$ cat src/hw/rtl/assert_macros.svh
// Assertion macros for the RTL of the transform matrix stack, used by the controller.
`ifndef ASSERT_MACROS_SVH
`define ASSERT_MACROS_SVH

// Clocked property, switched off while reset is asserted.
`define ASSERT_CLKD(lbl, clk, rst_n, prop, msg) \
  lbl: assert property (@(posedge clk) disable iff (!rst_n) (prop)) else $error(msg);

// Condition that must never be seen at a clock edge outside reset.
`define ASSERT_NEVER(lbl, clk, rst_n, expr, msg) \
  lbl: assert property (@(posedge clk) disable iff (!rst_n) !(expr)) else $error(msg);

`endif

$ cat src/hw/rtl/tms_pkg.sv
// Shared types, codes and constants of the transform matrix stack.
`default_nettype none

package tms_pkg;

  // Defaults for the top-level parameters.
  localparam int STACK_DEPTH_DEF = 16;
  localparam int FRAC_BITS_DEF   = 16;

  // Fixed field widths.
  localparam int WORD_W    = 32;
  localparam int CMD_W     = 3;
  localparam int STAT_W    = 2;
  localparam int LVL_OUT_W = 5;
  localparam int MAT_WORDS = 9;
  localparam int IDX_W     = 4;

  // Command codes.
  localparam logic [CMD_W-1:0] CMD_PUSH       = 3'd0;
  localparam logic [CMD_W-1:0] CMD_POP        = 3'd1;
  localparam logic [CMD_W-1:0] CMD_LOAD_IDENT = 3'd2;
  localparam logic [CMD_W-1:0] CMD_MULTIPLY   = 3'd3;
  localparam logic [CMD_W-1:0] CMD_TRANSFORM  = 3'd4;

  // Status codes.
  localparam logic [STAT_W-1:0] STAT_OK    = 2'd0;
  localparam logic [STAT_W-1:0] STAT_FULL  = 2'd1;
  localparam logic [STAT_W-1:0] STAT_EMPTY = 2'd2;

  // Multiplier B operand codes beyond the nine operand matrix words.
  localparam logic [IDX_W-1:0] BSEL_VX  = 4'd9;
  localparam logic [IDX_W-1:0] BSEL_VY  = 4'd10;
  localparam logic [IDX_W-1:0] BSEL_ONE = 4'd11;

  typedef enum logic [1:0] {
    OSEL_ZERO,
    OSEL_VERTEX,
    OSEL_XFORM
  } tms_osel_t;

  typedef enum logic [2:0] {
    ST_IDLE,
    ST_DECODE,
    ST_SAVE,
    ST_RESTORE,
    ST_MAC,
    ST_DRAIN,
    ST_FINISH
  } tms_state_t;

  // Commands from the controller to the datapath.
  typedef struct packed {
    logic             capture;
    logic             mac_issue;
    logic             mac_first;
    logic             mac_last;
    logic [IDX_W-1:0] top_idx;
    logic [IDX_W-1:0] b_sel;
    logic [IDX_W-1:0] res_idx;
    logic             top_from_res;
    logic             top_ident;
    logic             mem_we;
    logic             mem_re;
    logic             out_load;
    tms_osel_t        out_sel;
  } tms_cmd_t;

endpackage

`default_nettype wire

$ cat src/hw/rtl/tms_ctrl.sv
// Controller: command decode, stack level, sequencing and the result handshake.
`default_nettype none

`include "assert_macros.svh"

module tms_ctrl #(
  parameter int STACK_DEPTH = tms_pkg::STACK_DEPTH_DEF,
  localparam int SLOTS  = STACK_DEPTH - 1,
  localparam int SLOT_W = (SLOTS > 1) ? $clog2(SLOTS) : 1
) (
  input  logic                            clk,
  input  logic                            rst_n,
  input  logic                            in_valid,
  output logic                            in_stall,
  input  logic [tms_pkg::CMD_W-1:0]       in_cmd,
  output logic                            out_valid,
  input  logic                            out_stall,
  output logic [tms_pkg::STAT_W-1:0]      out_status,
  output logic [tms_pkg::LVL_OUT_W-1:0]   out_stack_level,
  output tms_pkg::tms_cmd_t               dp_cmd,
  output logic [SLOT_W-1:0]               mem_slot
);
  import tms_pkg::*;

  localparam int LVL_W = $clog2(STACK_DEPTH + 1);
  localparam logic [IDX_W-1:0] LAST_WORD = IDX_W'(MAT_WORDS - 1);

  tms_state_t           state_r, state_nxt;
  logic [CMD_W-1:0]     cmd_r, cmd_nxt;
  logic [LVL_W-1:0]     level_r, level_nxt;
  logic [SLOT_W-1:0]    slot_r, slot_nxt;
  logic [STAT_W-1:0]    stat_r, stat_nxt;
  tms_osel_t            osel_r, osel_nxt;
  logic [1:0]           cnt_i_r, cnt_i_nxt, cnt_j_r, cnt_j_nxt, cnt_k_r, cnt_k_nxt;
  logic [IDX_W-1:0]     word_r, word_nxt;
  logic                 out_valid_r, out_valid_nxt;
  logic [STAT_W-1:0]    out_status_r, out_status_nxt;
  logic [LVL_OUT_W-1:0] out_level_r, out_level_nxt;
  logic                 is_empty, is_full, is_mul;

  assign is_empty = (level_r == '0);
  assign is_full  = (level_r >= LVL_W'(STACK_DEPTH));
  assign is_mul   = (cmd_r == CMD_MULTIPLY);

  // State and control registers.
  always_ff @(posedge clk) begin
    if (!rst_n) begin
      state_r     <= ST_IDLE;
      level_r     <= LVL_W'(1);
      out_valid_r <= 1'b0;
    end else begin
      state_r     <= state_nxt;
      level_r     <= level_nxt;
      out_valid_r <= out_valid_nxt;
    end
  end

  always_ff @(posedge clk) begin
    cmd_r        <= cmd_nxt;
    slot_r       <= slot_nxt;
    stat_r       <= stat_nxt;
    osel_r       <= osel_nxt;
    cnt_i_r      <= cnt_i_nxt;
    cnt_j_r      <= cnt_j_nxt;
    cnt_k_r      <= cnt_k_nxt;
    word_r       <= word_nxt;
    out_status_r <= out_status_nxt;
    out_level_r  <= out_level_nxt;
  end

  // Next state and datapath commands.
  always_comb begin
    state_nxt      = state_r;
    cmd_nxt        = cmd_r;
    level_nxt      = level_r;
    slot_nxt       = slot_r;
    stat_nxt       = stat_r;
    osel_nxt       = osel_r;
    cnt_i_nxt      = cnt_i_r;
    cnt_j_nxt      = cnt_j_r;
    cnt_k_nxt      = cnt_k_r;
    word_nxt       = word_r;
    out_valid_nxt  = out_valid_r && out_stall;
    out_status_nxt = out_status_r;
    out_level_nxt  = out_level_r;
    dp_cmd         = '0;
    dp_cmd.out_sel = osel_r;
    dp_cmd.top_idx = word_r;

    unique case (state_r)
      ST_IDLE: begin
        if (in_valid) begin
          dp_cmd.capture = 1'b1;
          cmd_nxt        = in_cmd;
          state_nxt      = ST_DECODE;
        end
      end

      ST_DECODE: begin
        stat_nxt  = STAT_OK;
        osel_nxt  = OSEL_ZERO;
        word_nxt  = '0;
        cnt_i_nxt = '0;
        cnt_j_nxt = '0;
        cnt_k_nxt = '0;
        state_nxt = ST_FINISH;
        unique case (cmd_r)
          CMD_PUSH: begin
            if (is_empty) begin
              stat_nxt = STAT_EMPTY;
            end else if (is_full) begin
              stat_nxt = STAT_FULL;
            end else begin
              slot_nxt  = SLOT_W'(level_r - LVL_W'(1));
              level_nxt = level_r + LVL_W'(1);
              state_nxt = ST_SAVE;
            end
          end
          CMD_POP: begin
            if (is_empty) begin
              stat_nxt = STAT_EMPTY;
            end else begin
              level_nxt = level_r - LVL_W'(1);
              if (level_r >= LVL_W'(2)) begin
                slot_nxt  = SLOT_W'(level_r - LVL_W'(2));
                state_nxt = ST_RESTORE;
              end
            end
          end
          CMD_LOAD_IDENT: begin
            if (is_full) begin
              stat_nxt = STAT_FULL;
            end else begin
              level_nxt = level_r + LVL_W'(1);
              if (is_empty) begin
                // Nothing below to save: the new identity becomes the only matrix.
                dp_cmd.top_ident = 1'b1;
              end else begin
                slot_nxt  = SLOT_W'(level_r - LVL_W'(1));
                state_nxt = ST_SAVE;
              end
            end
          end
          CMD_MULTIPLY: begin
            if (is_empty) begin
              stat_nxt = STAT_EMPTY;
            end else begin
              state_nxt = ST_MAC;
            end
          end
          CMD_TRANSFORM: begin
            if (is_empty) begin
              stat_nxt = STAT_EMPTY;
              osel_nxt = OSEL_VERTEX;
            end else begin
              osel_nxt  = OSEL_XFORM;
              state_nxt = ST_MAC;
            end
          end
          default: begin
            // Unknown codes leave the stack alone and report zeros.
          end
        endcase
      end

      // Copy the current top into its memory slot, one word a cycle.
      ST_SAVE: begin
        dp_cmd.mem_we = 1'b1;
        if (word_r == LAST_WORD) begin
          dp_cmd.top_ident = (cmd_r == CMD_LOAD_IDENT);
          state_nxt        = ST_FINISH;
        end else begin
          word_nxt = word_r + IDX_W'(1);
        end
      end

      // Bring the matrix below back into the top registers.
      ST_RESTORE: begin
        dp_cmd.mem_re = 1'b1;
        if (word_r == LAST_WORD) begin
          state_nxt = ST_DRAIN;
        end else begin
          word_nxt = word_r + IDX_W'(1);
        end
      end

      // One product per cycle: row i of the top times column j of the operand,
      // or row i of the top times (x, y, 1) for a vertex.
      ST_MAC: begin
        dp_cmd.mac_issue = 1'b1;
        dp_cmd.mac_first = (cnt_k_r == 2'd0);
        dp_cmd.mac_last  = (cnt_k_r == 2'd2);
        dp_cmd.top_idx   = IDX_W'({cnt_i_r, 1'b0}) + IDX_W'(cnt_i_r) + IDX_W'(cnt_k_r);
        if (is_mul) begin
          dp_cmd.b_sel   = IDX_W'({cnt_k_r, 1'b0}) + IDX_W'(cnt_k_r) + IDX_W'(cnt_j_r);
          dp_cmd.res_idx = IDX_W'({cnt_i_r, 1'b0}) + IDX_W'(cnt_i_r) + IDX_W'(cnt_j_r);
        end else begin
          dp_cmd.b_sel   = (cnt_k_r == 2'd0) ? BSEL_VX :
                           (cnt_k_r == 2'd1) ? BSEL_VY : BSEL_ONE;
          dp_cmd.res_idx = IDX_W'(cnt_i_r);
        end
        if (cnt_k_r != 2'd2) begin
          cnt_k_nxt = cnt_k_r + 2'd1;
        end else begin
          cnt_k_nxt = 2'd0;
          if (is_mul && cnt_j_r != 2'd2) begin
            cnt_j_nxt = cnt_j_r + 2'd1;
          end else begin
            cnt_j_nxt = 2'd0;
            if ((is_mul && cnt_i_r == 2'd2) || (!is_mul && cnt_i_r == 2'd1)) begin
              state_nxt = ST_DRAIN;
            end else begin
              cnt_i_nxt = cnt_i_r + 2'd1;
            end
          end
        end
      end

      // Last accumulate or last restored word lands.
      ST_DRAIN: begin
        state_nxt = ST_FINISH;
      end

      // Hand the result to the output register once it is free.
      ST_FINISH: begin
        if (!out_valid_r || !out_stall) begin
          dp_cmd.out_load     = 1'b1;
          dp_cmd.top_from_res = is_mul && (stat_r == STAT_OK);
          out_valid_nxt       = 1'b1;
          out_status_nxt      = stat_r;
          out_level_nxt       = LVL_OUT_W'(level_r);
          state_nxt           = ST_IDLE;
        end
      end

      default: begin
        state_nxt = ST_IDLE;
      end
    endcase
  end

  assign in_stall        = (state_r != ST_IDLE);
  assign out_valid       = out_valid_r;
  assign out_status      = out_status_r;
  assign out_stack_level = out_level_r;
  assign mem_slot        = slot_r;

  // Checks on level bookkeeping and sequencing.
  `ASSERT_NEVER(a_level_bound, clk, rst_n, level_r > LVL_W'(STACK_DEPTH), "stack level above depth")
  `ASSERT_CLKD(a_accept_decode, clk, rst_n, in_valid && !in_stall |=> state_r == ST_DECODE, "accepted beat not decoded")
  `ASSERT_CLKD(a_out_from_finish, clk, rst_n, $rose(out_valid_r) |-> $past(state_r) == ST_FINISH, "result raised outside finish")
  `ASSERT_CLKD(a_save_slot, clk, rst_n, state_r == ST_SAVE |-> slot_r == SLOT_W'(level_r - LVL_W'(2)), "save slot does not match level")
  `ASSERT_CLKD(a_restore_slot, clk, rst_n, state_r == ST_RESTORE |-> slot_r == SLOT_W'(level_r - LVL_W'(1)), "restore slot does not match level")

endmodule

`default_nettype wire

$ cat config.mk
export PLATFORM = sky130hd
export DESIGN_NAME = tms_ctrl
export DESIGN_NICKNAME = d
export VERILOG_FILES = /design/src/hw/rtl/tms_pkg.sv /design/src/hw/rtl/tms_ctrl.sv
export VERILOG_INCLUDE_DIRS = /design/src /design/src/hw/rtl
export SDC_FILE = /design/constraint.sdc
export NUM_CORES = 1
export LEC_CHECK = 0
export BUFFER_PORTS_ARGS = -buffer_cell sky130_fd_sc_hd__buf_2
export CAP_MARGIN = 0
export CELL_PAD_IN_SITES_DETAIL_PLACEMENT = 1
export CELL_PAD_IN_SITES_GLOBAL_PLACEMENT = 1
export CORE_MARGIN = 5
export CORE_UTILIZATION = 43
export CTS_CLUSTER_SIZE = 10
export DETAILED_ROUTE_END_ITERATION = 8
export GPL_TIMING_DRIVEN = 0
export PLACE_DENSITY_LB_ADDON = 0.1
export SETUP_SLACK_MARGIN = 0.5
export SLEW_MARGIN = 20
export SYNTH_ARGS = -nofsm -noshare
export SYNTH_HDL_FRONTEND = slang
export SYNTH_SLANG_ARGS = --single-unit
export TNS_END_PERCENT = 5
$ cat constraint.sdc
create_clock -name clk -period 2.6 [get_ports clk]
set_clock_uncertainty 0.15 [all_clocks]
set_input_delay 0.39 -clock clk [delete_from_list [all_inputs] [get_ports clk]]
set_output_delay 0.39 -clock clk [all_outputs]
set_load 0.05 [all_outputs]
==> reports/metrics.csv <==
stage;metric;value;unit
yosys;cell type with the highest aggregate area in the netlist;edfxtp_1;
yosys;area share of xor/xnor cells in the synthesized design;3.577;%
clock_network;buffer type at the clock tree root;clkbuf_8;
critical_path;Worst Path Class, Setup;reg -> out;
clock_network;CTS tree;built;
yosys;area share of fa/ha/maj cells after synthesis;15.53;%
place;HPWL reported at the end of detailed placement;4542;µm
yosys;Synth Net Count;280;
clock_network;insertion delay to the later sink of the worst-skew pair;0.29;ns
finish;Final nets;332;
yosys;share of flip-flops with an asynchronous set or reset;0;%
clock_network;cts bufs inserted;5;
sta;Final Cycle Share;106.2;%
yosys;Synthesis Warnings;0;
floorplan;chip width;85.46;µm
finish;antenna diode count;0;
detailed_routing;final wirelength;6304;µm
yosys;count of different cell masters after synthesis;52;
place;Routability Congestion;0.7885;
detailed_routing;detailed-routing iteration count for the pre-antenna-repair pass;4;
global_route;antenna violations before repair;0;
job;Max Cap Violations;0;
critical_path;library cell contributing the largest single delay on the critical path;fa_2;
detailed_routing;Routed wire per std cell;17.04;µm
global_route;total congestion overflow;0;
detailed_routing;drt drc;0;
sta;Max-Slew Margin vs Limit;58.56;%
critical_path;crit-path cells;fa_1 -> ha_1 -> inv_2 -> fa_2 -> nor2_4 -> buf_8;
detailed_routing;number of nets with antenna violations after routing;0;
floorplan;Die Outline Area;7303;µm²
yosys;compound-gate portion of the synthesized area;13.54;%
floorplan;core box area;5507;µm²
yosys;share of Yosys cell area claimed by the top area cell type;34.34;%
yosys;register bit count reported by yosys;37;
critical_path;Worst Path Required;2.06;ns
global_route;pin count of the biggest net entering global routing;14;
clock_network;maximum clock insertion buffer count;2;
yosys;cells taking the most area after synthesis;edfxtp_1, ha_1, dfxtp_1, a21oi_1, fa_1;
global_route;vias in the first global route;2027;
detailed_routing;vias;1961;
sta;unrepaired setup endpoints after global routing;true;
finish;count of non-filler cells in the finished layout;370;
critical_path;Worst Path Arrival;2.22;ns
sta;maximum achievable frequency;362.0;MHz
detailed_routing;detailed router's first-iteration violation count;86;
pwr;Pwr Total;3.412;mW
sta;actual slew at the worst max-slew pin;0.6151;ns
finish;Final Util;60.03;%
yosys;Post-synth EDFFs;28;
run_status;status;complete, but fails checks;
pwr;static leakage power;1.347;nW
pwr;IR drop worst, VDD;0.0006305;V
sta;final setup violating endpoints;5;
detailed_routing;Via-to-Cell Ratio;5.300;
floorplan;FP Rows;27;
critical_path;Buffers & Inverters on Critical Path;2;
sta;worst hold-check slack;0.1215;ns
pwr;total power per unit cell area;1032;nW/µm²
critical_path;Crit path largest cell delay;0.56;ns
sta;shortest period the worst path allows;2.762;ns
pwr;relative contribution of the clock network to total power;14.9;%
yosys;sequential-to-total area share from yosys stat;41.70;%
clock_network;number of clock sinks;37;
place;Place WS;-0.03799;ns
critical_path;crit end category;output pin;
yosys;average footprint of a synthesized cell;9.994;µm²
yosys;Gate Count Post-Synth;245;
floorplan;effective utilization at floorplan;44.47;%
yosys;combined area of all synthesized cells;2449;µm²
yosys;flip-flop cell with the highest count after synthesis;edfxtp_1;
yosys;count leader, synth;edfxtp_1;
run_status;violations in the final reports;setup timing;
place;placed cell count;358;
place;number of port buffers;41;
global_route;GRT Total Usage;18.08;%
pwr;internal power component;1.838;mW
yosys;simple-gate share of the synthesized area;17.07;%
critical_path;gate family responsible for the most delay along the worst path;adder cells;
min_path;Hold WC Path Type;in -> reg;
pwr;Flop pwr share;26.7;%
critical_path;CP Launch Type;flip-flop;
finish;growth of design area from synthesis to finish;35.00;%
sta;setup slack after layout;-0.1625;ns
pwr;combinational share of power;58.4;%
sta;number of hold violations in the final report;0;
pwr;switching power summed over all nets;1.574;mW
floorplan;IO Count;43;
sta;Final Slew Violations;0;
finish;fraction of final layout cells with drive strength greater than 1;37.92;%
yosys;share of synthesized area spent on multiplexers;1.635;%
floorplan;die span in y;85.46;µm
critical_path;worst-path maximum fanout;2;
clock_network;clock transition at the registers of the reported paths;0.08;ns
pwr;switching portion of total power;46.13;%
clock_network;level count of the clock H-tree;2;
yosys;combinational family with the most area after synthesis;simple AND/OR/NAND/NOR gates;
global_route;first-pass GRT wire length;10560;µm
yosys;commonest cells in the synthesized netlist;edfxtp_1, ha_1, inv_1;
state kept, by name (all words and copies together), names as in the netlist:
name             flops
cnt_j_r              2
out_status           2
cnt_i_r              2
out_stack_level      5
out_valid            1
cnt_k_r              2
cmd_r                3
state_r              3
word_r               4
level_r              5
osel_r               2
stat_r               2
mem_slot             4
worst reg2reg max path: cells and delay by family (launching register included):
kind / cells / cell delay, ns
AOI/OAI and AO/OA: 2 / 0.40
adders and majority gates: 1 / 0.16
buffers and inverters: 2 / 0.23
DFF: 1 / 0.38
and+or+nand+nor: 2 / 0.65
power groups by stage:
| stage | registers (mW) | clock network (mW) | logic (mW) |
|---|---|---|---|
| CTS | 0.908 | 0.529 | 1.92 |
| finish | 0.911 | 0.509 | 1.99 |
| detailed placement | 0.940 | 0 | 1.63 |
| floorplan | 0.961 | 0 | 1.23 |
| global route | 0.931 | 0.561 | 2.15 |
| global placement | 0.934 | 0 | 1.58 |
final cells by class:
cell class                 instances  area [µm²]
buffer                            14       140.1
timing repair buffer              45       366.6
tap                               72       90.09
fill                             598        2201
inverter                          23       115.1
multi-input combinational        171        1445
clock inverter                     3       46.29
clock buffer                       5       68.82
sequential                        37        1033
metrics by stage:
step | area, µm² | TNS (ns)
finish | 3306 | -0.4006
global route | 3306 | -0.9913
CTS | 3234 | -0.4261
detailed placement | 2870 | -0.1267
global placement | 2870 | -0.03370
floorplan | 2575 | 0
kinds of logic (layout without fill, tap and decap cells):
kind of cell,after synthesis,count (layout)
xor+xnor,10,10
flops,37,37
mux,4,4
buf+inv,37,90
simple gates,79,79
compound gates,50,50
fa+ha+maj,28,28
placed cells by master, fill, tap and decap left out, drive strengths merged, types with 4 or more instances in the layout:
master,count
ha,24
xnor2,7
inv,21
nor2b,4
nor3,5
nand2,18
a211oi,4
clkbuf,10
nor2,18
mux2i,4
buf,54
fa,4
edfxtp,28
a21oi,19
o21ai,13
nand3,7
dfxtp,9
final timing paths:
kind                                           end  slack, ns        from  depth (start not counted)
worst max-delay path                    dp_cmd[13]      -0.16  cnt_j_r[1]                          6
worst min-delay path                      cmd_r[0]       0.12   in_cmd[0]                          1
worst max register to register          level_r[0]       0.49  level_r[1]                          7
worst min register to register  out_stack_level[3]       0.30  level_r[3]                          0
layer usage:
metal / share of wire (%) / global-route usage [%]
met1: 47 / 25.36
met2: 48 / 28.53
met3: 3.3 / 3.689
met4: 1.3 / 4.460
met5: 0 / 0
what timing repair did:
| action | 4_1_cts | 5_1_grt |
|---|---|---|
| pin swaps | 1 | 4 |
| setup endpoints to repair | 31 | 32 |
| buffers inserted | 4 | 0 |
| hold endpoints to repair | 0 | 0 |
| gates resized for setup | 68 | 24 |
| hold buffers | 0 | 0 |
No activity file was read; power rests on OpenSTA's default activity.
